`src/iis_pkg.sv`:
```
// ----------------------------------------------------------------------------
// iis_pkg: shared types and constants
// Register indexes, field widths and the flag bundle that travels with each
// pixel from the front end to the back end.
// ----------------------------------------------------------------------------
`default_nettype none

package iis_pkg;

    // configuration register width and reset value
    localparam int CFG_W = 11;
    localparam logic [CFG_W-1:0] DIM_RESET = 11'd1024;

    // summed-area result width, wraps modulo 2^SUM_W
    localparam int SUM_W = 36;

    typedef enum logic [0:0] {
        CFG_FRAME_WIDTH  = 1'b0,
        CFG_FRAME_HEIGHT = 1'b1
    } t_cfg_index;

    typedef struct packed {
        logic first_row;
        logic row_end;
        logic frame_end;
    } t_flags;

    localparam int FLAGS_W = $bits(t_flags);

endpackage

`default_nettype wire

```
`src/iis_front.sv`:
```
// ----------------------------------------------------------------------------
// iis_front: pixel intake and position tracking
// Holds the frame size registers, the column and row counters and the
// running row sum; tags each pixel with its column and row/frame flags.
// ----------------------------------------------------------------------------
`default_nettype none

module iis_front #(
    parameter int MAX_WIDTH  = 1024,
    parameter int MAX_HEIGHT = 1024,
    parameter int PIXEL_BITS = 16,
    parameter int COL_W      = 10,
    parameter int ROW_W      = 26,
    parameter int ITEM_W     = 39
) (
    input  wire logic                       i_clk,
    input  wire logic                       i_rst_n,
    input  wire logic                       i_cfg_valid,
    input  wire logic                       i_cfg_index,
    input  wire logic [iis_pkg::CFG_W-1:0]  i_cfg_data,
    output logic                            o_cfg_ready,
    input  wire logic                       i_push,
    input  wire logic [PIXEL_BITS-1:0]      i_pixel,
    input  wire logic                       i_q_full,
    output logic                            o_item_valid,
    output logic      [ITEM_W-1:0]          o_item
);

    localparam int WL_W = ($clog2(MAX_WIDTH + 1) > iis_pkg::CFG_W) ?
                          $clog2(MAX_WIDTH + 1) : iis_pkg::CFG_W;
    localparam int HL_W = ($clog2(MAX_HEIGHT + 1) > iis_pkg::CFG_W) ?
                          $clog2(MAX_HEIGHT + 1) : iis_pkg::CFG_W;
    localparam int RP_W = (MAX_HEIGHT > 1) ? $clog2(MAX_HEIGHT) : 1;

    logic [iis_pkg::CFG_W-1:0] r_width, r_height;
    logic [COL_W-1:0]          r_col;
    logic [RP_W-1:0]           r_row;
    logic [ROW_W-1:0]          r_row_sum;

    logic [WL_W-1:0]  w_width_ext, w_eff_width;
    logic [HL_W-1:0]  w_height_ext, w_eff_height;
    logic [ROW_W-1:0] w_sum;
    logic             w_accept;
    iis_pkg::t_flags  w_flags;

    assign o_cfg_ready = 1'b1;
    assign w_accept    = i_push && !i_q_full;

    // zero counts as one, oversize saturates
    always_comb begin
        w_width_ext  = WL_W'(r_width);
        w_height_ext = HL_W'(r_height);
        if (w_width_ext == '0) begin
            w_eff_width = WL_W'(1);
        end else if (w_width_ext > WL_W'(MAX_WIDTH)) begin
            w_eff_width = WL_W'(MAX_WIDTH);
        end else begin
            w_eff_width = w_width_ext;
        end
        if (w_height_ext == '0) begin
            w_eff_height = HL_W'(1);
        end else if (w_height_ext > HL_W'(MAX_HEIGHT)) begin
            w_eff_height = HL_W'(MAX_HEIGHT);
        end else begin
            w_eff_height = w_height_ext;
        end
    end

    always_comb begin
        w_sum             = r_row_sum + ROW_W'(i_pixel);
        w_flags.first_row = (r_row == '0);
        w_flags.row_end   = ((WL_W'(r_col) + WL_W'(1)) >= w_eff_width);
        w_flags.frame_end = w_flags.row_end &&
                            ((HL_W'(r_row) + HL_W'(1)) >= w_eff_height);
    end

    assign o_item_valid = w_accept;
    assign o_item       = {r_col, w_sum, w_flags};

    always_ff @(posedge i_clk) begin
        if (!i_rst_n) begin
            r_width   <= iis_pkg::DIM_RESET;
            r_height  <= iis_pkg::DIM_RESET;
            r_col     <= '0;
            r_row     <= '0;
            r_row_sum <= '0;
        end else begin
            if (i_cfg_valid) begin
                case (iis_pkg::t_cfg_index'(i_cfg_index))
                    iis_pkg::CFG_FRAME_WIDTH:  r_width  <= i_cfg_data;
                    iis_pkg::CFG_FRAME_HEIGHT: r_height <= i_cfg_data;
                    default: ;
                endcase
            end
            if (w_accept) begin
                if (w_flags.row_end) begin
                    r_col     <= '0;
                    r_row_sum <= '0;
                    r_row     <= w_flags.frame_end ? '0 : r_row + RP_W'(1);
                end else begin
                    r_col     <= r_col + COL_W'(1);
                    r_row_sum <= w_sum;
                end
            end
        end
    end

endmodule

`default_nettype wire

```
`config.mk`:
```
export PLATFORM = sky130hd
export DESIGN_NAME = iis_front
export DESIGN_NICKNAME = d
export VERILOG_FILES = /design/src/iis_pkg.sv /design/src/iis_front.sv
export SDC_FILE = /design/constraint.sdc
export NUM_CORES = 1
export LEC_CHECK = 0
export BUFFER_PORTS_ARGS = -buffer_cell sky130_fd_sc_hd__buf_2
export CORE_MARGIN = 5
export CORE_UTILIZATION = 52
export DETAILED_ROUTE_END_ITERATION = 16
export PLACE_DENSITY = 0.77
export REMOVE_ABC_BUFFERS = 1
export SLEW_MARGIN = 20
export SYNTH_ARGS = -nofsm -noshare
export SYNTH_HDL_FRONTEND = slang
export SYNTH_SLANG_ARGS = --single-unit
```
`constraint.sdc`:
```
create_clock -name i_clk -period 3.4 [get_ports i_clk]
set_input_delay 0.85 -clock i_clk [delete_from_list [all_inputs] [get_ports i_clk]]
set_output_delay 0.85 -clock i_clk [all_outputs]
set_load 0.02 [all_outputs]
```
Yosys cells after proc, flatten, opt, wreduce, memory -nomap -nowiden
Index checks and enable logic that the tools add are counted.
{"block": "totals", "reg_bits": 68, "inputBits": 33, "output_inout_bits": 41, "wordCells": 31}
{"block": "op_classes", "n_addsub": 5, "order_cmp": 4, "mux": 7, "n_bitwise": 1, "n_reduce_logical": 9}
{"operator": "$mux 11", "n": 4}
{"operator": "$add 26x16->26", "n": 1}
{"operator": "$mux 26", "n": 1}
{"operator": "$add 10x1->11 const B", "n": 2}
{"operator": "$ge 11x11->1", "n": 2}
{"operator": "$gt 11x11->1 const B", "n": 2}
{"operator": "$logic_not 11->1", "n": 2}
{"operator": "$add 10x1->10 const B", "n": 2}
{"operator": "$mux 10", "n": 2}
{"operator": "$logic_not 10->1", "n": 1}
{"operator": "$reduce_and 2->1", "n": 3}
{"operator": "$logic_and 1x1->1", "n": 2}
{"operator": "$logic_not 1->1", "n": 1}
{"operator": "$not 1->1", "n": 1}

Depth between registers and ports, before layout
Gate-level depths: netlist of the first run.
{"block": "depth", "word_depth": 6, "mapped_depth": 14, "depth_no_buf": 13}

Worst setup path after synthesis of the first run
OpenSTA, ideal clock, no wires.
{"block": "synth_path", "path_kind": "input-to-output", "from": "input i_pixel[0]", "to": "output o_item[21]", "t_arrival_ns": 2.837, "slack_ns": -0.287, "path_stages": 10, "n_path_buf": 1, "cell_sequence": "ha_1 -> inv_1 -> fa_1 -> nor2b_1 -> o31a_1 -> o32ai_4 -> nor3_1 -> buf_2 -> o211ai_1 -> xnor2_1"}
{"block": "synth_between", "elab_chain_len": 1}
{"element": "start, declared", "line": "iis_front.sv:23", "rtl": "input wire logic [PIXEL_BITS-1:0] i_pixel,"}
{"element": "$add 26x16->26", "line": "iis_front.sv:70", "rtl": "w_sum = r_row_sum + ROW_W'(i_pixel);"}
{"element": "end, declared", "line": "iis_front.sv:26", "rtl": "output logic [ITEM_W-1:0] o_item"}
Every way passes these cells.

Worst setup path after layout of the first run
{"block": "layout_path", "from": "input i_pixel[13]", "to": "output o_item[21]"}
Same word-level chain as after synthesis.

==> results.txt, run 1 <==
Worst hold path class = register to register
DIE WIDTH = 106 um
Largest fanout on the critical path = 7
Core Box Area = 9060 um2
Switching power share of the total = 0.350
Worst relative slew slack = 0.263
FF-to-FF End = r_row_sum[14]
Sw power = 0.802 mW
Drt wl/cell = 19.7 um
Count of yosys warnings during synthesis = 0
Worst skew pair latency = 0.37 ns
Power per cell area = 331 nW/um2
Overall routing resource usage = 0.264
DPL Wire Length = 9980 um
Outcome = complete, but fails checks
Type of element capturing the critical path = primary output
Starting utilization of the core area = 0.525
Total of flip-flops plus latches after synthesis = 68
Worst EP required = 2.55 ns
Top-level I/O count = 74
First-pass GRT wire length = 24600 um
Reg-to-reg critical path startpoint = r_col[0]
Std cell rows = 35
H-tree Lvls = 3
DP Cell Count = 838
Die ar. = 11200 um2
Number of iterations in the first detailed-routing pass = 6
Mean post-synth cell area = 7.89 um2
Leading cell types by total area after synthesis = sky130_fd_sc_hd__dfxtp_1 29%, sky130_fd_sc_hd__ha_1 11%, sky130_fd_sc_hd__nand2_1 7.8%
RSZ-0062 raised after global routing = true
Fin worst setup slack = -0.333 ns
Total gr overflow = 0
Portion of the post-synthesis area used by sequential elements = 0.286
Worst endpoint data arrival time = 2.88 ns
Fill cells = 551
Post-Synth Adder-Cell Area = 0.112
Depth of the worst register-to-register path = 14
Number of cells produced by synthesis = 603
Leakage power summed over all cells = 3.02 nW
Largest buffer count on any clock path = 2
Post-Syn Area = 4760 um2
Worst setup path endpoint = o_item[21]
Area share of and/or/nand/nor cells after synthesis = 0.220
Internal power = 1.49 mW
Startpoint type of the worst setup path = input port
Synthesized-area fraction occupied by xor and xnor cells = 0.0626
Main combinational cell family by area after synthesis = compound AO/OA/AOI/OAI gates
Worst hold path stage count = 2
VDD IR-drop max = 0.000223 V
Number of remaining DRC errors = 0
Most used standard cells in the synthesized netlist = 99 x sky130_fd_sc_hd__nand2_1, 68 x sky130_fd_sc_hd__dfxtp_1, 55 x sky130_fd_sc_hd__a21oi_1
Clock tree from TritonCTS = done
Crit share post-route = 1.10
Diode count = 0
Vias in the first global route = 5268
Largest net degree at the start of global routing = 23
Routability-driven placement congestion ratio = 0.899
Count of flip-flops with a built-in enable after synthesis = 0
Share of Yosys cell area claimed by the top area cell type = 0.286
Logic gate share of total power = 0.314
Yosys top cell by area = sky130_fd_sc_hd__dfxtp_1
Fin crit period = 3.73 ns
Number of distinct library cells after synthesis = 64
Setup violation total in the final timing report = 20
Post-synth top flop = sky130_fd_sc_hd__dfxtp_1
Async S/R FF share, synth = 0
Cell at the root of the clock tree = sky130_fd_sc_hd__clkbuf_8
Detail-routed via count per cell = 6.24
Transition at the pin with the smallest max-transition slack = 1.10 ns
Layout Nets = 845
Port Buffer Count = 72
Proportion of synthesized area in mux cells = 0.00210
Worst reg-to-reg setup slack = 0.24 ns
Antenna violations before repair = 0
Worst-case setup slack after placement = -0.361 ns
Pins over their slew limit = 0
Clock Sinks = 68
Post-route clock skew = 0.00949 ns
Failing checks = negative setup slack
Vias post-DR = 5527
Fraction of final layout cells sized beyond drive strength 1 = 0.395
Cell with the most instances after synthesis = sky130_fd_sc_hd__nand2_1
Path type of the worst setup path = input port to primary output
Die Span Y = 106 um
Synth-to-Final Area Change = 45.7%
Post-synthesis compound-gate area fraction = 0.265
Launch point of the worst path = i_pixel[13]
Final Routed Wirelength = 17400 um
Clock transition at the registers of the reported paths = 0.08 ns
Post-DRT Antenna Nets = 0
Proportion of power drawn by the clock network = 0.313
Post-layout instance count excluding filler cells = 886
Total CTS buffers = 9
Number of failing hold endpoints at the final stage = 0
Violation count after the first detailed-routing iteration = 446
Share of power burned in registers = 0.373
Max-cap violation count = 0
FMAX = 0.268 GHz
per-stage QoR:
step | instance area, um2 | TNS, ns | power [mW] | hold slack [ns] | util
global route | 6930 | -5.21 | 2.37 | 0.500 | 0.765
floorplan | 4600 | -3.49 | 1.18 | 0.427 | -
CTS | 6510 | -1.51 | 2.16 | 0.467 | 0.718
detailed placement | 5740 | -4.28 | 1.40 | 0.456 | 0.634
global placement | 5740 | -3.85 | 1.38 | 0.447 | 0.634
finish | 6930 | -3.72 | 2.29 | 0.486 | 0.765
worst min-delay path by stage:
stage | from | end
after detailed placement | r_row_sum[5] | r_row_sum[5]
final | r_width[7] | r_width[7]
after global placement | r_row_sum[3] | r_row_sum[3]
after floorplan | r_row_sum[21] | r_row_sum[21]
after global routing | r_width[6] | r_width[6]
after CTS | r_row_sum[5] | r_row_sum[5]
sequential cells by signal, indices dropped and copies added, names as in the netlist:
signal	cells
r_col	10
r_height	11
r_row	10
r_row_sum	26
r_width	11
power groups by stage:
stage / Clock [mW] / Sequential (mW) / Combinational [mW]
floorplan: 0 / 0.861 / 0.314
detailed placement: 0 / 0.867 / 0.534
finish: 0.718 / 0.854 / 0.719
global placement: 0 / 0.866 / 0.519
global route: 0.757 / 0.856 / 0.760
CTS: 0.705 / 0.851 / 0.605
critical path, stage by stage:
cell and delay [ns]:
sky130_fd_sc_hd__buf_2 0.10, sky130_fd_sc_hd__ha_1 0.39, sky130_fd_sc_hd__nand2_1 0.16, sky130_fd_sc_hd__or3_4 0.43
sky130_fd_sc_hd__nor3_4 0.22, sky130_fd_sc_hd__buf_6 0.16, sky130_fd_sc_hd__o211ai_1 0.11, sky130_fd_sc_hd__xnor2_1 0.26
sky130_fd_sc_hd__buf_4 0.19
cells in the final DEF (no fill, tap or decap), drive strengths merged, types with 4 or more instances in the layout:
cell type,instances
a31oi,10
o21a,10
o21ai,24
nand3b,7
buf,190
a21oi,56
a21o,13
nand3,16
nand2b,6
a211oi,8
a32o,8
xnor2,17
dfxtp,68
and3,9
nand2,100
clkbuf,9
o2111ai,8
inv,22
a22o,5
xor2,17
nand4,5
o211ai,12
clkinv,4
nor4,7
nor2b,4
nor2,34
ha,41
and2,10
nor3,10
metal layers:
metal  vias up  wire, um  part of all wire  global-route usage
li1       2524         -                 -                   -
met1      2623      6700              0.38               0.313
met2       314      8860              0.51               0.467
met3        66      1230             0.070              0.0441
met4         0       630             0.036               0.117
met5         -         0                 0                   0
repair_timing:
| action | 4_1_cts | 5_1_grt |
|---|---|---|
| pin swaps | 23 | 34 |
| setup endpoints to repair | 19 | 28 |
| buffers inserted | 15 | 17 |
| hold buffers | 0 | 0 |
| gates resized for setup | 95 | 63 |
logic make-up (layout without fill, tap and decap cells):
logic type                 Yosys count  in the layout
DFF                                 68             68
muxes                                1              1
AOI/OAI and AO/OA                  180            180
xor gates and xnor gates            34             34
buffers and inverters               56            228
adders and majority gates           42             42
other                                1              1
and+or+nand+nor                    221            221
final cells by class:
class,count,area (um2),share of cell area
multi-input combinational,479,3760,0.542
sequential,68,1380,0.199
timing repair buffer,190,1370,0.197
tap,111,139,0.0200
clock buffer,9,124,0.0179
inverter,22,82.6,0.0119
clock inverter,7,76.3,0.0110
(Power assumes the default switching activity.)
==> run 2: changes to the inputs <==
--- a/config.mk
+++ b/config.mk
@@ -5,11 +5,12 @@
 export SDC_FILE = /design/constraint.sdc
 export NUM_CORES = 1
 export LEC_CHECK = 0
-export BUFFER_PORTS_ARGS = -buffer_cell sky130_fd_sc_hd__buf_2
+export CAP_MARGIN = 25
 export CORE_MARGIN = 5
-export CORE_UTILIZATION = 52
+export CORE_UTILIZATION = 58
 export DETAILED_ROUTE_END_ITERATION = 16
-export PLACE_DENSITY = 0.77
+export DONT_BUFFER_PORTS = 1
+export PLACE_DENSITY_LB_ADDON = 0.05
 export REMOVE_ABC_BUFFERS = 1
 export SLEW_MARGIN = 20
 export SYNTH_ARGS = -nofsm -noshare
==> run 2 against run 1 <==
The flow still finishes with violations (negative setup slack). Flip-flop and latch count is the same. Power shrank 12%. Utilization grew 1.1 points. First-iteration DRC count shrank 58%. Non-clock buffer count shrank 76. Critical endpoint is now o_item[0]. Largest cell class unchanged. Largest power group unchanged. Highest routed layer unchanged.
==> results.txt, run 2 (synthesis results as in run 1) <==
Total gr overflow = 0
Regs by FF count = r_row_sum (26), r_height (11), r_width (11)
FF-to-FF End = r_row_sum[25]
RSZ-0062 raised after global routing = true
Worst reg-to-reg setup slack = 0.16 ns
Post-route clock skew = 0.0124 ns
Fraction of final layout cells sized beyond drive strength 1 = 0.299
Fin crit period = 3.53 ns
Routability-driven placement congestion ratio = 0.876
Antenna violations before repair = 0
CTS hold repair buffers = 0
Hold Path Sink = r_row_sum[21]
Worst skew pair latency = 0.35 ns
Leakage power summed over all cells = 2.58 nW
Reg-to-reg critical path startpoint = r_col[0]
Starting utilization of the core area = 0.588
H-tree Lvls = 3
Worst endpoint data arrival time = 2.68 ns
DP Cell Count = 763
Max-cap violation count = 0
Total CTS buffers = 9
Worst hold slack = 0.464 ns
Top-level I/O count = 74
Transition at the pin with the smallest max-transition slack = 0.927 ns
Largest register FFs = 26
Crit share post-route = 1.04
First-pass GRT wire length = 21100 um
Largest fanout on the critical path = 3
VDD IR-drop max = 0.000227 V
Port Buffer Count = 0
Post-route total power = 2.02 mW
Worst hold path class = register to register
Post-DRT Antenna Nets = 0
Startpoint type of the worst setup path = register
DPL Wire Length = 9440 um
Cell area after layout = 6270 um2
Type of element capturing the critical path = primary output
Register with the highest flop count = r_row_sum
Setup violation total in the final timing report = 8
Std cell rows = 33
Worst relative slew slack = 0.380
Detail-routed via count per cell = 5.96
Worst EP required = 2.55 ns
DIE WIDTH = 101 um
Total negative setup slack = -0.409 ns
Beginning of the worst hold path = r_row_sum[21]
Fin worst setup slack = -0.128 ns
Commonest cells after routing, fill and taps aside = 108 x sky130_fd_sc_hd__buf_4, 97 x sky130_fd_sc_hd__nand2_1, 61 x sky130_fd_sc_hd__dfxtp_1
Vias post-DR = 4793
Worst hold path stage count = 1
Violation count after the first detailed-routing iteration = 188
Layout Nets = 769
Final Routed Wirelength = 13600 um
Cell at the root of the clock tree = sky130_fd_sc_hd__clkbuf_8
Die ar. = 10100 um2
Clock tree from TritonCTS = done
Clock transition at the registers of the reported paths = 0.08 ns
Post-layout instance count excluding filler cells = 804
Core Box Area = 8090 um2
Number of remaining DRC errors = 0
Placed Area = 5400 um2
Fill cells = 588
Outcome = complete, but fails checks
Drt wl/cell = 16.9 um
Synth-to-Final Area Change = 31.9%
Die Span Y = 101 um
Pins over their slew limit = 0
Number of iterations in the first detailed-routing pass = 4
Number of failing hold endpoints at the final stage = 0
Final core utilization = 0.775
Largest net degree at the start of global routing = 42
Vias in the first global route = 4739
Worst-case setup slack after placement = -0.166 ns
Path type of the worst setup path = register to primary output
Power per cell area = 322 nW/um2
Most common library cell in the layout ignoring fill and taps = sky130_fd_sc_hd__buf_4
Largest buffer count on any clock path = 2
Failing checks = negative setup slack
FMAX = 0.283 GHz
Depth of the worst register-to-register path = 15
Diode count = 0
Overall routing resource usage = 0.255
Clock Sinks = 68
run 2: cell type report:
class	instances	area, um2	area share
Sequential cell	68	1380	0.220
Clock inverter	7	48.8	0.00778
Timing Repair Buffer	114	887	0.141
Inverter	22	85.1	0.0136
Tap cell	105	131	0.0209
Clock buffer	9	124	0.0197
Multi-Input combinational cell	479	3620	0.577
run 2: critical path, stage by stage, from the launching register on:
cell	delay (ns)
sky130_fd_sc_hd__dfxtp_4	0.36
sky130_fd_sc_hd__ha_4	0.16
sky130_fd_sc_hd__and3_4	0.17
sky130_fd_sc_hd__and3_4	0.18
sky130_fd_sc_hd__and3_4	0.19
sky130_fd_sc_hd__xor2_2	0.14
sky130_fd_sc_hd__ha_2	0.21
sky130_fd_sc_hd__a2111oi_4	0.33
sky130_fd_sc_hd__o21a_1	0.20
sky130_fd_sc_hd__o21ai_2	0.08
sky130_fd_sc_hd__nand2_2	0.13
sky130_fd_sc_hd__a21oi_2	0.06
sky130_fd_sc_hd__buf_6	0.13
run 2: worst max-delay path by stage:
stage,to,slack [ns],from,cells after the start
2_1_floorplan,o_item[21],-0.62,i_pixel[0],9
3_3_place_gp,o_item[18],-0.12,i_pixel[3],8
3_5_place_dp,o_item[18],-0.17,i_pixel[3],8
4_1_cts,o_item[0],-0.14,r_row[0],10
5_1_grt,o_item[0],-0.21,r_col[1],12
6_report,o_item[0],-0.13,r_col[0],12
run 2: timing repair:
item | 4_1_cts | 5_1_grt
gates resized for setup | 50 | 52
buffers inserted | 11 | 15
endpoints found under the setup margin | 17 | 18
pin swaps | 25 | 44
run 2: power breakdown:
group / internal (mW) / switching, mW / total (mW) / leakage, nW
Combinational: 0.239 / 0.322 / 0.561 / 1.94
Clock: 0.267 / 0.346 / 0.613 / 0.0898
Sequential: 0.824 / 0.0250 / 0.849 / 0.557
run 2: metal layers:
| metal | part of all wire | up-vias | track usage |
|---|---|---|---|
| met3 | 0.046 | 30 | 0.0581 |
| met5 | 0 | - | 0 |
| met2 | 0.51 | 112 | 0.449 |
| met4 | 0.021 | 0 | 0.107 |
| met1 | 0.43 | 2295 | 0.297 |
| li1 | - | 2356 | - |
==> run 3: changes to the inputs <==
--- a/config.mk
+++ b/config.mk
@@ -7,9 +7,11 @@
 export LEC_CHECK = 0
 export CAP_MARGIN = 25
 export CORE_MARGIN = 5
-export CORE_UTILIZATION = 58
+export CORE_UTILIZATION = 60
+export CTS_BUF_LIST = sky130_fd_sc_hd__clkbuf_2
 export DETAILED_ROUTE_END_ITERATION = 16
 export DONT_BUFFER_PORTS = 1
+export GPL_TIMING_DRIVEN = 0
 export PLACE_DENSITY_LB_ADDON = 0.05
 export REMOVE_ABC_BUFFERS = 1
 export SLEW_MARGIN = 20
==> run 3 against run 2 <==
The flow still finishes with violations (negative setup slack). First-iteration DRC count increased by 73%. Via count decreased by 1.7%. Die area decreased by 3.0%. Combinational power decreased by 0.7%. Wire length increased by 5.4%. Critical path type unchanged. Largest cell class unchanged. Largest power group unchanged. Highest routed layer unchanged.
==> results.txt, run 3 (synthesis results as in run 1) <==
Outcome = complete, but fails checks
Failing checks = negative setup slack
Violation count after the first detailed-routing iteration = 325
Starting utilization of the core area = 0.616
Power per cell area = 327 nW/um2
Die ar. = 9810 um2
Antenna violations before repair = 0
Worst hold slack = 0.424 ns
Clock transition at the registers of the reported paths = 0.22 ns
Fraction of final layout cells sized beyond drive strength 1 = 0.307
Post-route clock skew = 0.0346 ns
Beginning of the worst hold path = i_cfg_data[2]
Most common cell type on the critical path = sky130_fd_sc_hd__and3_4
Die Span Y = 99.0 um
CTS hold repair buffers = 0
Pins over their slew limit = 0
Largest register FFs = 26
Top-level I/O count = 74
Worst-case setup slack after placement = -1.13 ns
Most common library cell in the layout ignoring fill and taps = sky130_fd_sc_hd__nand2_1
Final core utilization = 0.806
Largest buffer count on any clock path = 2
Post-DRT Antenna Nets = 0
Launch point of the worst path = r_col[0]
Commonest cells after routing, fill and taps aside = 97 x sky130_fd_sc_hd__nand2_1, 52 x sky130_fd_sc_hd__buf_4, 48 x sky130_fd_sc_hd__a21oi_1, 48 x sky130_fd_sc_hd__dfxtp_1, 30 x sky130_fd_sc_hd__nor2_1
Path type of the worst setup path = register to primary output
VDD IR-drop max = 0.000236 V
Type of element capturing the critical path = primary output
Startpoint type of the worst setup path = register
Reg-to-reg critical path startpoint = r_col[0]
Worst hold path class = input port to register
Transition at the pin with the smallest max-transition slack = 0.932 ns
Largest fanout on the critical path = 5
Worst skew pair latency = 0.52 ns
Number of remaining DRC errors = 0
Routability-driven placement congestion ratio = 0.859
Crit share post-route = 1.13
DP Cell Count = 672
Clock Sinks = 68
Register with the highest flop count = r_row_sum
Total gr overflow = 0
Worst endpoint data arrival time = 3.01 ns
Setup violation total in the final timing report = 13
Number of iterations in the first detailed-routing pass = 5
FMAX = 0.259 GHz
Leakage power summed over all cells = 2.42 nW
Port Buffer Count = 0
Max-cap violation count = 0
CP max-delay cell = sky130_fd_sc_hd__dfxtp_4
Number of failing hold endpoints at the final stage = 0
Post-layout instance count excluding filler cells = 747
First-pass GRT wire length = 21800 um
Final Routed Wirelength = 14300 um
Largest net degree at the start of global routing = 25
Layout Nets = 715
Fin worst setup slack = -0.457 ns
Cell-by-cell trace of the critical path = ha_4, and3_4, and3_4, and3_4, xor2_2, ha_2, o21a_1, o21ai_2, nand2b_4, nand2_4, clkinvlp_4
Std cell rows = 32
Regs by FF count = r_row_sum (26), r_height (11), r_width (11)
Vias post-DR = 4711
Clock tree from TritonCTS = done
DIE WIDTH = 99.0 um
DPL Wire Length = 8570 um
Drt wl/cell = 19.2 um
RSZ-0062 raised after global routing = true
Core Box Area = 7730 um2
Worst relative slew slack = 0.373
Cell at the root of the clock tree = sky130_fd_sc_hd__clkbuf_2
Worst EP required = 2.55 ns
Overall routing resource usage = 0.268
Diode count = 0
Fill cells = 489
Vias in the first global route = 4684
H-tree Lvls = 3
Detail-routed via count per cell = 6.31
Synth-to-Final Area Change = 30.9%
Total CTS buffers = 9
Fin crit period = 3.86 ns
Post-route total power = 2.04 mW
CP peak stage delay = 0.49 ns
run 3: cell count changes in the layout (fill, tap and decap cells not counted), sizes merged:
cell      before  now
buf          114   60
bufinv         0    3
clkinv         5    4
clkinvlp       1    2
inv           23   20
run 3: repair_timing:
action,CTS,global route
pin swaps,27,37
setup endpoints to repair,65,45
gates resized for setup,111,66
cloned,0,0
buffers inserted,34,27
run 3: metrics by stage:
stage          setup TNS [ns]  cell area, um2
2_1_floorplan           -3.49            4600
3_3_place_gp           -32.37            4730
3_5_place_dp           -32.17            4750
4_1_cts                 -2.05            5700
5_1_grt                 -4.25            6230
6_report                -2.30            6230
run 3: final cells by class:
| cell class | instances | area, um2 | share of cell area |
|---|---|---|---|
| Multi-Input combinational cell | 479 | 3960 | 0.636 |
| Tap cell | 102 | 128 | 0.0205 |
| Sequential cell | 68 | 1410 | 0.227 |
| Clock inverter | 7 | 115 | 0.0185 |
| Timing Repair Buffer | 60 | 480 | 0.0771 |
| Clock buffer | 9 | 45.0 | 0.00723 |
| Inverter | 22 | 86.3 | 0.0139 |
run 3: critical path: cells and delay by family, from the launching register on:
family | cells | cell delay [ns]
xor gates and xnor gates | 1 | 0.17
AOI/OAI and AO/OA | 2 | 0.39
buffers and inverters | 1 | 0.18
and+or+nand+nor | 5 | 0.83
adders and majority gates | 2 | 0.46
DFF | 1 | 0.49
run 3: metal layers:
metal,track usage,part of all wire
met4,0.132,0.028
met2,0.457,0.50
met1,0.307,0.39
met5,0,0
met3,0.0729,0.076
run 3: path summary, 6_finish.rpt:
path / to / slack [ns] / cells after the start
max: o_item[1] / -0.46 / 11
min: r_width[2] / 0.42 / 2
max reg2reg: r_row_sum[23] / 0.10 / 15
min reg2reg: r_row_sum[3] / 0.48 / 2
run 3: power by group:
part	leakage, nW	switching (mW)	internal, mW
logic	1.77	0.339	0.218
registers	0.565	0.0297	0.822
clock network	0.0895	0.315	0.314
