File: src/iis_fifo.sv
// ----------------------------------------------------------------------------
// iis_fifo: short register queue
// Small first-in first-out buffer of flip-flops that decouples two stages.
// ----------------------------------------------------------------------------
`default_nettype none

module iis_fifo #(
    parameter int WIDTH = 8,
    parameter int DEPTH = 2
) (
    input  wire logic             i_clk,
    input  wire logic             i_rst_n,
    input  wire logic             i_push,
    input  wire logic [WIDTH-1:0] i_data,
    output logic                  o_full,
    input  wire logic             i_pop,
    output logic      [WIDTH-1:0] o_data,
    output logic                  o_empty
);

    localparam int PTR_W = (DEPTH > 1) ? $clog2(DEPTH) : 1;
    localparam int CNT_W = $clog2(DEPTH + 1);

    logic [WIDTH-1:0] r_mem [DEPTH];
    logic [PTR_W-1:0] r_wr_ptr, n_wr_ptr;
    logic [PTR_W-1:0] r_rd_ptr, n_rd_ptr;
    logic [CNT_W-1:0] r_count, n_count;
    logic             w_do_push, w_do_pop;

    assign o_full    = (r_count == CNT_W'(DEPTH));
    assign o_empty   = (r_count == '0);
    assign o_data    = r_mem[r_rd_ptr];
    assign w_do_push = i_push && !o_full;
    assign w_do_pop  = i_pop && !o_empty;

    always_comb begin
        n_wr_ptr = r_wr_ptr;
        n_rd_ptr = r_rd_ptr;
        n_count  = r_count;
        if (w_do_push) begin
            n_wr_ptr = (r_wr_ptr == PTR_W'(DEPTH - 1)) ? '0 : r_wr_ptr + PTR_W'(1);
        end
        if (w_do_pop) begin
            n_rd_ptr = (r_rd_ptr == PTR_W'(DEPTH - 1)) ? '0 : r_rd_ptr + PTR_W'(1);
        end
        if (w_do_push && !w_do_pop) begin
            n_count = r_count + CNT_W'(1);
        end else if (w_do_pop && !w_do_push) begin
            n_count = r_count - CNT_W'(1);
        end
    end

    always_ff @(posedge i_clk) begin
        if (!i_rst_n) begin
            r_wr_ptr <= '0;
            r_rd_ptr <= '0;
            r_count  <= '0;
        end else begin
            r_wr_ptr <= n_wr_ptr;
            r_rd_ptr <= n_rd_ptr;
            r_count  <= n_count;
        end
    end

    always_ff @(posedge i_clk) begin
        if (w_do_push) begin
            r_mem[r_wr_ptr] <= i_data;
        end
    end

endmodule

`default_nettype wire

File: config.mk
export PLATFORM = sky130hd
export DESIGN_NAME = iis_fifo
export DESIGN_NICKNAME = d
export VERILOG_FILES = /design/src/iis_fifo.sv
export SDC_FILE = /design/constraint.sdc
export NUM_CORES = 1
export LEC_CHECK = 0
export ABC_AREA = 1
export CAP_MARGIN = 5
export CELL_PAD_IN_SITES_DETAIL_PLACEMENT = 1
export CELL_PAD_IN_SITES_GLOBAL_PLACEMENT = 1
export CORE_AREA = 4 4 50 52
export DETAILED_ROUTE_END_ITERATION = 10
export DIE_AREA = 0 0 54 56
export DONT_BUFFER_PORTS = 1
export GPL_TIMING_DRIVEN = 0
export PLACE_DENSITY = 0.79
export REMOVE_ABC_BUFFERS = 1
export SYNTH_ARGS = -nofsm -noshare
export SYNTH_HDL_FRONTEND = slang
export SYNTH_SLANG_ARGS = --single-unit
export TNS_END_PERCENT = 10
File: constraint.sdc
create_clock -name i_clk -period 1.3 [get_ports i_clk]
set_input_delay 0.065 -clock i_clk [delete_from_list [all_inputs] [get_ports i_clk]]
set_output_delay 0.065 -clock i_clk [all_outputs]
set_load 0.05 [all_outputs]
Yosys cells after proc, flatten, opt, wreduce, memory -nomap -nowiden
Memory sizes are Yosys's and may differ from the RTL's. A register that Yosys moved wholly into a read port is not among the register bits.
Cells that the tools add are included.
Widths: inputs -> output; s select.
{"block": "word_totals", "register_bits": 4, "mem_bits_rw": 16, "wordCells": 27, "output_inout_bits": 10, "memories": 1, "inputBits": 12}
{"memory": "r_mem", "words": 2, "width": 8, "rd": 1, "rd_clocked_by_memory_dff": 1, "write_ports": 1, "line": "24", "text": "logic [WIDTH-1:0] r_mem [DEPTH];"}
{"block": "op_classes", "reduce_logical": 10, "mux": 8, "eq_ne": 1, "addsub": 4}
{"operator": "$mux 1", "n": 6}
{"operator": "$logic_and 1x1->1", "n": 4}
{"operator": "$logic_not 1->1", "n": 4}
{"operator": "$mux 2", "n": 2}
{"operator": "$add 1x1->1 const B", "n": 2}
{"operator": "$add 2x1->2 const B", "n": 1}
{"operator": "$eq 2x2->1 const B", "n": 1}
{"operator": "$logic_not 2->1", "n": 1}
{"operator": "$reduce_bool 2->1", "n": 1}
{"operator": "$sub 2x1->2 const B", "n": 1}

Longest topological paths before layout
Gate-level depths: netlist of run 1.
{"block": "logic_depth", "ltp_word": 7, "ltp_mapped": 10}

Worst setup path after synthesis of run 1
OpenSTA, ideal clock, no wires.
{"block": "synth_timing", "path_type": "register to register", "start": "reg r_count[0]", "end": "reg r_count[1]", "setup_time_ns": 0.064, "arrival_ns": 1.743, "path_buffers": 0, "slack_ns": -0.507, "period_less_slack_ns": 1.807, "path_stages_with_launch": 10, "path_cell_list": "dfxtp_1 nor2_1 nor2_2 inv_1 ha_1 inv_1 nand3_1 nand2_1 inv_1 nor2_1"}
{"block": "synth_between", "elab_chain_len": 6, "word_cells_on_any_way": 15, "classes_between": "add/sub (2); eq/ne (1); mux (2); reduce/logical (10)"}
{"element": "start, declared", "line": "27", "text": "logic [CNT_W-1:0] r_count, n_count;"}
{"element": "start signal, assigned", "line": "61", "text": "r_count <= n_count;"}
{"element": "$logic_not 2->1 (*)", "line": "31", "text": "assign o_empty = (r_count == '0);"}
{"element": "named net o_empty", "line": "18", "text": "output logic o_empty"}
{"element": "$logic_not 1->1 (*)", "line": "34", "text": "assign w_do_pop = i_pop && !o_empty;"}
{"element": "$logic_and 1x1->1 (*)", "line": "34"}
{"element": "$logic_not 1->1", "line": "46", "text": "if (w_do_push && !w_do_pop) begin"}
{"element": "$logic_and 1x1->1", "line": "46"}
{"element": "$mux 2 or $reduce_bool 2->1 (tied branches)"}
Mark *: on every way through the listed nets, which the timed path passes. The rest lies on a longest branch. The select of a mux whose other input is x is not followed.
A chain may end at the register's enable or synchronous reset.

Worst setup path in the final report of run 1
{"block": "layout_timing", "start": "reg r_count[0]", "end": "reg r_count[0]"}
The elaborated chain is that of the path after synthesis.

==> load_flow_metrics.sql, run 1 <==
INSERT INTO impl_metrics (metric_group, metric, value, unit) VALUES
('logic_synthesis', 'synthesis.area_per_instance', '13.1', 'um^2'),
('logic_synthesis', 'synth.most_common_cell', 'edfxtp_1', ''),
('logic_synthesis', 'synth_cells', '63', ''),
('flow_run', 'max_cap_violations', '0', ''),
('finish', 'final_layout_size_suffix_gt1_frac', '0.432', ''),
('route', 'post-route-drc-count', '0', ''),
('worst_hold_path', 'hold-path-cell-count', '4', ''),
('setup_path', 'path_cells', 'nor2_4 > nor2_4 > inv_2 > ha_4 > buf_6 > o21ai_2 > a21oi_1', ''),
('place', 'port_buffers', '0', ''),
('timing', 'timing.slew.headroom', '0.632', ''),
('setup_path', 'timing.reg2reg.worst_path_depth', '7', ''),
('die', 'effective_utilization_at_floorplan', '0.391', ''),
('status', 'outcome', 'finished with violations', ''),
('setup_path', 'reg2reg_setup_slack', '-0.10', 'ns'),
('pwr', 'leakage', '0.401', 'nW'),
('die', 'die_height', '56', 'um'),
('pwr', 'highest_ir_drop_seen_on_vdd', '1.02', 'mV'),
('logic_synthesis', 'synthFlopType', 'edfxtp_1', ''),
('logic_synthesis', 'netlist.area_leader.share', '0.584', ''),
('clocking', 'ctsLongestPathBuffers', '2', ''),
('logic_synthesis', 'synth.largest_area_cell', 'edfxtp_1', ''),
('place', 'post-dp-hpwl', '1110', 'um'),
('route', 'routed-via-count', '524', ''),
('timing', 'grt_setup_unrepaired', 'yes', ''),
('die', 'chipWidth', '54', 'um'),
('timing', 'final_critical_path_setup_slack', '-0.102', 'ns'),
('logic_synthesis', 'ys_seq_elements', '21', ''),
('worst_hold_path', 'worst_min_delay_path_class', 'in2reg', ''),
('logic_synthesis', 'synth.top_cells.by_area', 'edfxtp_1 58%, dfxtp_1 12%, mux2_2 11%', ''),
('timing', 'fin_crit_sh', '1.08', ''),
('finish', 'fillerInstances', '220', ''),
('setup_path', 'setup.worst_path.start_class', 'register', ''),
('worst_hold_path', 'min-delay-start', 'i_push', ''),
('setup_path', 'timing.rr.end', 'r_count[0]', ''),
('route', 'dr.first_iter.drc_count', '11', ''),
('logic_synthesis', 'post_synth_most_frequent_cells', '16 x edfxtp_1, 10 x nor2_1, 8 x inv_1, 8 x mux2_2, 6 x nand2_1', ''),
('die', 'core-area', '2110', 'um^2'),
('die', 'rows', '17', ''),
('setup_path', 'setup.worst_path.end_class', 'register', ''),
('setup_path', 'timing.critical_path.slowest_stage_cell', 'dfxtp_4', ''),
('setup_path', 'setup.worst_path.start', 'r_count[0]', ''),
('route', 'route.detailed.wl_per_inst', '15.0', 'um'),
('finish', 'layoutNonFillerInstCount', '109', ''),
('setup_path', 'path_common_cell', 'nor2_4', ''),
('route', 'routed_via_density', '4.81', ''),
('timing', 'skew', '0.00510', 'ns'),
('route', 'drt_wl_total', '1640', 'um'),
('setup_path', 'critPathArrivalTime', '1.59', 'ns'),
('place', 'gp_congestion', '0.664', ''),
('timing', 'tns', '-0.274', 'ns'),
('clocking', 'number_of_clock_sinks', '21', ''),
('finish', 'area.growth.synth_to_final', '31.9', '%'),
('grt', 'grt.total_usage', '0.117', ''),
('logic_synthesis', 'synth-edff-count', '16', ''),
('grt', 'antenna_found_initial', '0', ''),
('place', 'dpl.cell_count', '90', ''),
('clocking', 'ctsHtreeMaxLevel', '1', ''),
('timing', 'timing.final.setup_violations', '5', ''),
('setup_path', 'cp_data_required_time', '1.49', 'ns'),
('route', 'final_antenna_net_count', '0', ''),
('die', 'top_level_ports', '22', ''),
('clocking', 'clock_tree.root_cell', 'clkbuf_4', ''),
('timing', 'worstMarginPinSlew', '0.551', 'ns'),
('timing', 'fmaxAchievable', '0.713', 'GHz'),
('status', 'failing_checks', 'setup timing', ''),
('setup_path', 'worst_path_largest_cell_delay', '0.39', 'ns'),
('grt', 'overflow_left_after_global_routing', '0', ''),
('grt', 'grt_start_max_net_pins', '12', ''),
('pwr', 'power-per-cell-area', '2140', 'nW/um^2'),
('route', 'firstDrtPassIters', '4', ''),
('logic_synthesis', 'synth.distinct_cells', '15', '');
-- cells in the final DEF (no fill, tap or decap), drive strengths merged --
master	count
edfxtp	16
nor2	11
dlygate4sd3	9
inv	9
mux2	8
nand2	6
buf	6
dfxtp	5
clkbuf	4
o21ai	3
a21oi	1
nand3	1
nand4	1
ha	1
-- repair_timing --
action,4_1_cts,5_1_grt
resized for setup,15,8
buffers inserted,3,3
hold buffers,9,0
hold endpoints to repair,21,0
pin swaps,4,6
endpoints found under the setup margin,30,29
-- where the power goes --
part	switching, W	internal (W)	total, W
sequential	0.000104	0.000871	0.000974
combinational	0.000715	0.000349	0.00106
clock	0.000167	0.000119	0.000286
total	0.000986	0.00134	0.00232
-- registers in the layout (all words and copies together), names as in the netlist, named ones only --
name and count:
r_wr_ptr 1, r_rd_ptr 1, r_mem 16, r_count 2
-- final cells by class --
cell class              instances  area (um^2)  area share
clock buffers                   4         26.3      0.0242
inverters                       9         33.8      0.0311
multi-input cells              32          265       0.244
flip-flops and latches         21          587       0.540
well taps                      28         35.0      0.0323
repair buffers                 15          139       0.128
-- cell families after synthesis --
group / synth area share
flops: 0.705
fa+ha+maj: 0.0152
buf+inv: 0.0471
compound gates: 0.0289
mux: 0.109
simple gates: 0.0942
-- worst max-delay path by stage --
stage                              to  slack, ns  cells after the start
final                      r_count[0]      -0.10                      7
after global routing       r_count[1]      -0.18                      9
after CTS                 r_mem[1][0]      -0.16                      3
after detailed placement   r_count[1]      -0.70                      9
after global placement     r_count[1]      -0.62                      9
after floorplan            r_count[1]      -0.51                      9
-- metal layers --
| metal | wire length (um) | GRT usage | share of wire |
|---|---|---|---|
| met5 | 0 | 0 | 0 |
| met4 | 16 | 0.0534 | 0.0098 |
| met3 | 108 | 0.0349 | 0.066 |
| met2 | 895 | 0.227 | 0.55 |
| met1 | 615 | 0.101 | 0.38 |
-- critical path: cells and delay by family, from the launching register on --
kind,cells,cell delay [ns]
AOI/OAI and AO/OA,2,0.16
adders and majority gates,1,0.20
buffers and inverters,2,0.18
DFF,1,0.39
and+or+nand+nor,2,0.38
-- through the flow --
step	cell area [um^2]	power, W	hold WS (ns)	utilization	setup slack, ns
global placement	853	0.00170	0.164	0.405	-0.618
finish	1090	0.00232	0.0818	0.516	-0.102
CTS	1040	0.00225	0.0565	0.493	-0.161
global route	1090	0.00248	0.103	0.516	-0.178
floorplan	818	0.00164	0.164	-	-0.507
detailed placement	853	0.00174	0.164	0.405	-0.696
Power figures use the tool's default switching activity.
==> run 2: changes to the inputs <==
CELL_PAD_IN_SITES_DETAIL_PLACEMENT = default   (was 1)
CELL_PAD_IN_SITES_GLOBAL_PLACEMENT = default   (was 1)
CORE_AREA = 2 2 44 46   (was 4 4 50 52)
DIE_AREA = 0 0 46 48   (was 0 0 54 56)
PLACE_DENSITY = 0.76   (was 0.79)
==> run 2 against run 1 <==
The run still ends with setup timing left. Clock power about the same. Via count shrank 3.4%. Combinational power fell by 6%. Global-route usage increased by 2.4 points. Die area decreased by 27%. Power down 2.5%. Register-to-register slack about the same.
==> load_flow_metrics.sql, run 2 (synthesis results as in run 1) <==
INSERT INTO impl_metrics (metric_group, metric, value, unit) VALUES
('pwr', 'finalPower', '0.00227', 'W'),
('finish', 'leading_cell_type_in_the_layout_fill_and_taps_excluded', 'edfxtp_1', ''),
('setup_path', 'cp_data_required_time', '1.53', 'ns'),
('clocking', 'clock_tree.root_cell', 'clkbuf_4', ''),
('setup_path', 'worstSetupPathType', 'reg2reg', ''),
('die', 'chipWidth', '46', 'um'),
('finish', 'area_of_the_multi_input_gates', '265', 'um^2'),
('status', 'failing_checks', 'setup timing', ''),
('place', 'post-dp-hpwl', '838', 'um'),
('pwr', 'highest_ir_drop_seen_on_vdd', '1.29', 'mV'),
('timing', 'final_critical_path_setup_slack', '-0.109', 'ns'),
('timing', 'final_max_slew_viol_count', '0', ''),
('clocking', 'tritoncts', 'built', ''),
('finish', 'most_flop_heavy_register', 'r_mem', ''),
('pwr', 'p_int', '0.00130', 'W'),
('finish', 'mostFrequentLayoutCells', '16 x edfxtp_1, 9 x dlygate4sd3_1, 8 x mux2_2', ''),
('place', 'gp_congestion', '0.633', ''),
('die', 'top_level_ports', '22', ''),
('setup_path', 'worst_path_largest_cell_delay', '0.37', 'ns'),
('setup_path', 'cell_class_contributing_the_biggest_share_of_worst_path_delay', 'simple AND/OR/NAND/NOR gates', ''),
('finish', 'diodes', '0', ''),
('pwr', 'sequential_group_share_of_total_power', '0.432', ''),
('pwr', 'leakage', '0.396', 'nW'),
('timing', 'hold_violations', '0', ''),
('setup_path', 'critical_path_buf_inv_count', '3', ''),
('clocking', 'worst_skew_pair.late_latency', '0.28', 'ns'),
('route', 'route.detailed.wl_per_inst', '13.6', 'um'),
('route', 'post-route-drc-count', '0', ''),
('grt', 'via_count_of_the_first_global_routing_pass', '532', ''),
('timing', 'worstMarginPinSlew', '0.546', 'ns'),
('grt', 'grt_first_pass_wirelength', '2100', 'um'),
('finish', 'finish.net_count', '92', ''),
('worst_hold_path', 'worst_min_delay_path_class', 'in2reg', ''),
('die', 'core-area', '1690', 'um^2'),
('route', 'final_antenna_net_count', '0', ''),
('grt', 'grt_start_max_net_pins', '12', ''),
('clocking', 'number_of_clock_sinks', '21', ''),
('timing', 'fmaxAchievable', '0.710', 'GHz'),
('die', 'die_height', '48', 'um'),
('die', 'effective_utilization_at_floorplan', '0.487', ''),
('place', 'port_buffers', '0', ''),
('timing', 'timing.slew.headroom', '0.635', ''),
('setup_path', 'setup.worst_path.end_class', 'register', ''),
('finish', 'area.growth.synth_to_final', '28.1', '%'),
('clocking', 'ctsHtreeMaxLevel', '1', ''),
('route', 'routed_via_density', '5.33', ''),
('timing', 'fin_crit_sh', '1.08', ''),
('finish', 'final_core_util', '0.624', ''),
('pwr', 'power-per-cell-area', '2150', 'nW/um^2'),
('die', 'die_area', '2210', 'um^2'),
('grt', 'antenna_found_initial', '0', ''),
('setup_path', 'setup.worst_path.start_class', 'register', ''),
('finish', 'flip_flop_count_of_the_largest_register_after_layout', '16', ''),
('route', 'firstDrtPassIters', '4', ''),
('setup_path', 'path_max_fanout', '3', ''),
('route', 'routed-via-count', '506', ''),
('finish', 'top_regs', 'r_mem: 16 flops, r_count: 2 flops', ''),
('finish', 'final_layout_size_suffix_gt1_frac', '0.423', ''),
('finish', 'fillerInstances', '144', ''),
('timing', 'timing.final.crit_period', '1.41', 'ns'),
('pwr', 'power.share.switching', '0.425', ''),
('status', 'outcome', 'finished with violations', ''),
('finish', 'seq_cell_area', '589', 'um^2'),
('clocking', 'ctsLongestPathBuffers', '2', ''),
('setup_path', 'critPathArrivalTime', '1.64', 'ns'),
('clocking', 'cts_inserted_buffers', '3', ''),
('pwr', 'comb_power_share', '0.443', ''),
('pwr', 'power.share.clock', '0.125', ''),
('route', 'drt_wl_total', '1290', 'um'),
('timing', 'timing.final.setup_violations', '2', ''),
('clocking', 'clkTransAtPathRegs', '0.10', 'ns'),
('grt', 'overflow_left_after_global_routing', '0', ''),
('pwr', 'p_switching', '0.000963', 'W'),
('setup_path', 'timing.critical_path.slowest_stage_cell', 'dfxtp_4', ''),
('grt', 'grt.total_usage', '0.141', ''),
('die', 'rows', '15', ''),
('flow_run', 'max_cap_violations', '0', ''),
('timing', 'grt_setup_unrepaired', 'yes', ''),
('setup_path', 'path_cells', 'nor2_4 > nor2_2 > inv_2 > ha_4 > inv_4 > nand3_2 > nand2_1 > inv_1 > nor2_1', ''),
('route', 'dr.first_iter.drc_count', '9', ''),
('timing', 'skew', '0.00152', 'ns');
-- run 2: cell count changes in the layout (fill, tap and decap cells not counted) --
cell | previous run | this run
dfxtp_2 | 2 | 1
dfxtp_4 | 1 | 2
nor2_4 | 4 | 2
nor2_2 | 1 | 4
inv_1 | 4 | 5
nand2_1 | 5 | 4
inv_2 | 5 | 3
nor2_1 | 6 | 5
nand2_4 | 0 | 1
buf_4 | 5 | 2
inv_4 | 0 | 1
-- run 2: worst min-delay path, cell delays in order --
cell and delay (ns):
o21ai_4 0.08, o21ai_0 0.08, nor2_1 0.10
-- run 2: path summary, 6_finish.rpt --
kind | cells past startpoint | end | startpoint | slack (ns)
max | 9 | r_count[1] | r_count[1] | -0.11
min | 3 | r_wr_ptr | i_push | 0.08
max reg2reg | 9 | r_count[1] | r_count[1] | -0.11
min reg2reg | 2 | r_wr_ptr | r_wr_ptr | 0.54
-- run 2: layout make-up --
type / count / area share
clock buffer: 4 / 0.0249
sequential: 21 / 0.559
inverter: 9 / 0.0344
multi-input combinational: 32 / 0.251
tap: 17 / 0.0202
timing repair buffer: 12 / 0.110
-- run 2: routing by layer --
layer / track usage / up-vias / part of all wire
met5: 0 / - / 0
met2: 0.275 / 19 / 0.55
met3: 0.0415 / 2 / 0.073
met1: 0.133 / 242 / 0.36
li1: - / 243 / -
met4: 0.0686 / 0 / 0.0093
-- run 2: through the flow --
step	std cells	setup WS, ns	hold WS [ns]	instance area, um^2	setup TNS [ns]
after detailed placement	79	-0.664	0.164	840	-4.17
after CTS	92	-0.137	-0.134	993	-0.171
after global placement	79	-0.595	0.164	840	-3.33
after floorplan	62	-0.507	0.164	818	-1.25
final	95	-0.109	0.0826	1050	-0.121
after global routing	95	-0.220	0.0907	1050	-1.04
-- run 2: power by group through the flow --
stage | logic (W) | clock network (W) | registers [W]
floorplan | 0.000704 | 0 | 0.000932
global placement | 0.000748 | 0 | 0.000946
detailed placement | 0.000769 | 0 | 0.000953
CTS | 0.000889 | 0.000297 | 0.000970
global route | 0.00107 | 0.000314 | 0.000997
finish | 0.00100 | 0.000283 | 0.000979
-- run 2: what timing repair did --
item / CTS / global route
pin swaps: 7 / 5
endpoints found under the hold margin: 21 / 5
endpoints found under the setup margin: 30 / 27
setup buffers: 3 / 2
cloned: 0 / 0
resized for setup: 15 / 10
hold buffers: 8 / 1
==> run 3: changes to the inputs <==
CTS_CLUSTER_DIAMETER = 60   (was default)
SKIP_CTS_REPAIR_TIMING = 1   (was default)
==> run 3 against run 2 <==
The flow still finishes with violations (setup timing). Via count down 2.4%. Critical path depth fell by 1. Cell count shrank 1.1%. Non-clock buffer count down 1. Count of clock-buffer cells in the layout unchanged. Critical path type unchanged. Largest cell class unchanged. Largest power group unchanged.
==> load_flow_metrics.sql, run 3 (synthesis results as in run 1) <==
INSERT INTO impl_metrics (metric_group, metric, value, unit) VALUES
('clocking', 'tritoncts', 'built', ''),
('die', 'die_area', '2210', 'um^2'),
('pwr', 'leakage', '0.382', 'nW'),
('setup_path', 'setup.worst_path.start', 'r_count[0]', ''),
('timing', 'skew', '0.00127', 'ns'),
('finish', 'final_layout_size_suffix_gt1_frac', '0.351', ''),
('grt', 'antenna_found_initial', '0', ''),
('place', 'gp_congestion', '0.633', ''),
('finish', 'diodes', '0', ''),
('timing', 'fmaxAchievable', '0.695', 'GHz'),
('clocking', 'clock_tree.root_cell', 'clkbuf_4', ''),
('finish', 'layoutNonFillerInstCount', '94', ''),
('setup_path', 'ff_to_ff_start', 'r_count[0]', ''),
('timing', 'timing.slew.headroom', '0.636', ''),
('grt', 'grt_first_pass_wirelength', '1810', 'um'),
('clocking', 'number_of_clock_sinks', '21', ''),
('clocking', 'worst_skew_pair.late_latency', '0.28', 'ns'),
('flow_run', 'max_cap_violations', '0', ''),
('finish', 'fillerInstances', '151', ''),
('route', 'routed-via-count', '494', ''),
('die', 'rows', '15', ''),
('die', 'top_level_ports', '22', ''),
('pwr', 'finalPower', '0.00225', 'W'),
('timing', 'timing.final.crit_period', '1.44', 'ns'),
('grt', 'grt.total_usage', '0.122', ''),
('setup_path', 'cp_data_required_time', '1.49', 'ns'),
('grt', 'grt_start_max_net_pins', '12', ''),
('timing', 'final_max_slew_viol_count', '0', ''),
('route', 'final_antenna_net_count', '0', ''),
('route', 'routed_via_density', '5.26', ''),
('finish', 'area.growth.synth_to_final', '26.0', '%'),
('route', 'drt_wl_total', '1360', 'um'),
('place', 'dpl.cell_count', '79', ''),
('place', 'port_buffers', '0', ''),
('timing', 'timing.final.setup_violations', '3', ''),
('timing', 'fin_crit_sh', '1.11', ''),
('pwr', 'highest_ir_drop_seen_on_vdd', '1.32', 'mV'),
('status', 'outcome', 'finished with violations', ''),
('route', 'firstDrtPassIters', '3', ''),
('setup_path', 'critPathArrivalTime', '1.63', 'ns'),
('place', 'post-dp-hpwl', '838', 'um'),
('route', 'post-route-drc-count', '0', ''),
('timing', 'grt_setup_unrepaired', 'yes', ''),
('clocking', 'cts_inserted_buffers', '3', ''),
('finish', 'area_of_the_multi_input_gates', '249', 'um^2'),
('route', 'route.detailed.wl_per_inst', '14.4', 'um'),
('finish', 'most_flop_heavy_register', 'r_mem', ''),
('setup_path', 'setup.worst_path.end_class', 'register', ''),
('die', 'chipWidth', '46', 'um'),
('worst_hold_path', 'min-delay-start', 'i_push', ''),
('finish', 'top_regs', 'r_mem: 16 flops, r_count: 2 flops', ''),
('finish', 'mostFrequentLayoutCells', '16 x edfxtp_1, 9 x dlygate4sd3_1, 8 x mux2_2', ''),
('timing', 'final_critical_path_setup_slack', '-0.139', 'ns'),
('setup_path', 'worstSetupPathType', 'reg2reg', ''),
('die', 'die_height', '48', 'um'),
('pwr', 'power-per-cell-area', '2170', 'nW/um^2'),
('status', 'failing_checks', 'setup timing', ''),
('clocking', 'ctsLongestPathBuffers', '2', ''),
('finish', 'flip_flop_count_of_the_largest_register_after_layout', '16', ''),
('timing', 'hold_violations', '0', ''),
('grt', 'via_count_of_the_first_global_routing_pass', '474', ''),
('die', 'core-area', '1690', 'um^2'),
('route', 'dr.first_iter.drc_count', '9', ''),
('clocking', 'ctsHtreeMaxLevel', '1', ''),
('grt', 'overflow_left_after_global_routing', '0', ''),
('setup_path', 'path_max_fanout', '4', ''),
('clocking', 'clkTransAtPathRegs', '0.10', 'ns'),
('worst_hold_path', 'worst_min_delay_path_class', 'in2reg', ''),
('setup_path', 'setup.worst_path.start_class', 'register', ''),
('finish', 'finish.net_count', '91', ''),
('finish', 'leading_cell_type_in_the_layout_fill_and_taps_excluded', 'edfxtp_1', ''),
('place', 'preCtsSetupSlack', '-0.664', 'ns'),
('finish', 'seq_cell_area', '587', 'um^2'),
('die', 'effective_utilization_at_floorplan', '0.487', ''),
('timing', 'worstMarginPinSlew', '0.546', 'ns');
==> run 3: metal layers <==
metal | vias to the layer above | share of wire | wire (um) | global-route usage
li1 | 240 | - | - | -
met4 | 0 | 0.010 | 14 | 0.0686
met2 | 17 | 0.54 | 731 | 0.231
met5 | - | 0 | 0 | 0
met3 | 2 | 0.058 | 79 | 0.0642
met1 | 235 | 0.39 | 529 | 0.0981
==> run 3: final cells by class <==
type | count | area share
Multi-Input combinational cell | 32 | 0.240
Sequential cell | 21 | 0.566
Tap cell | 17 | 0.0205
Clock buffer | 4 | 0.0253
Inverter | 9 | 0.0350
Timing Repair Buffer | 11 | 0.113
==> run 3: where the power goes <==
part / internal, W / switching [W] / leakage, nW
Clock: 0.000119 / 0.000166 / 0.0150
Combinational: 0.000314 / 0.000687 / 0.175
Sequential: 0.000871 / 0.0000978 / 0.192
==> run 3: final timing paths <==
| check | endpoint | slack [ns] | cells after the start |
|---|---|---|---|
| setup reg to reg | r_count[1] | -0.14 | 8 |
| setup / recovery | r_count[1] | -0.14 | 8 |
| hold reg to reg | r_rd_ptr | 0.52 | 2 |
| hold / removal | r_wr_ptr | 0.06 | 3 |
==> run 3: through the flow <==
stage | instance area (um^2) | setup TNS (ns) | utilization | hold WS [ns]
3_3_place_gp | 840 | -3.33 | 0.497 | 0.164
4_1_cts | 866 | -5.71 | 0.513 | -0.141
5_1_grt | 1040 | -1.41 | 0.614 | 0.0993
3_5_place_dp | 840 | -4.17 | 0.497 | 0.164
6_report | 1040 | -0.233 | 0.614 | 0.0590
2_1_floorplan | 818 | -1.25 | - | 0.164
==> run 3: critical path: stages, from the launching register on <==
cell and delay [ns]:
dfxtp_4 0.39, buf_12 0.13, o21ai_4 0.19, inv_1 0.12
ha_4 0.27, inv_4 0.06, nand4_1 0.09, nand2_1 0.07
nor2_1 0.04
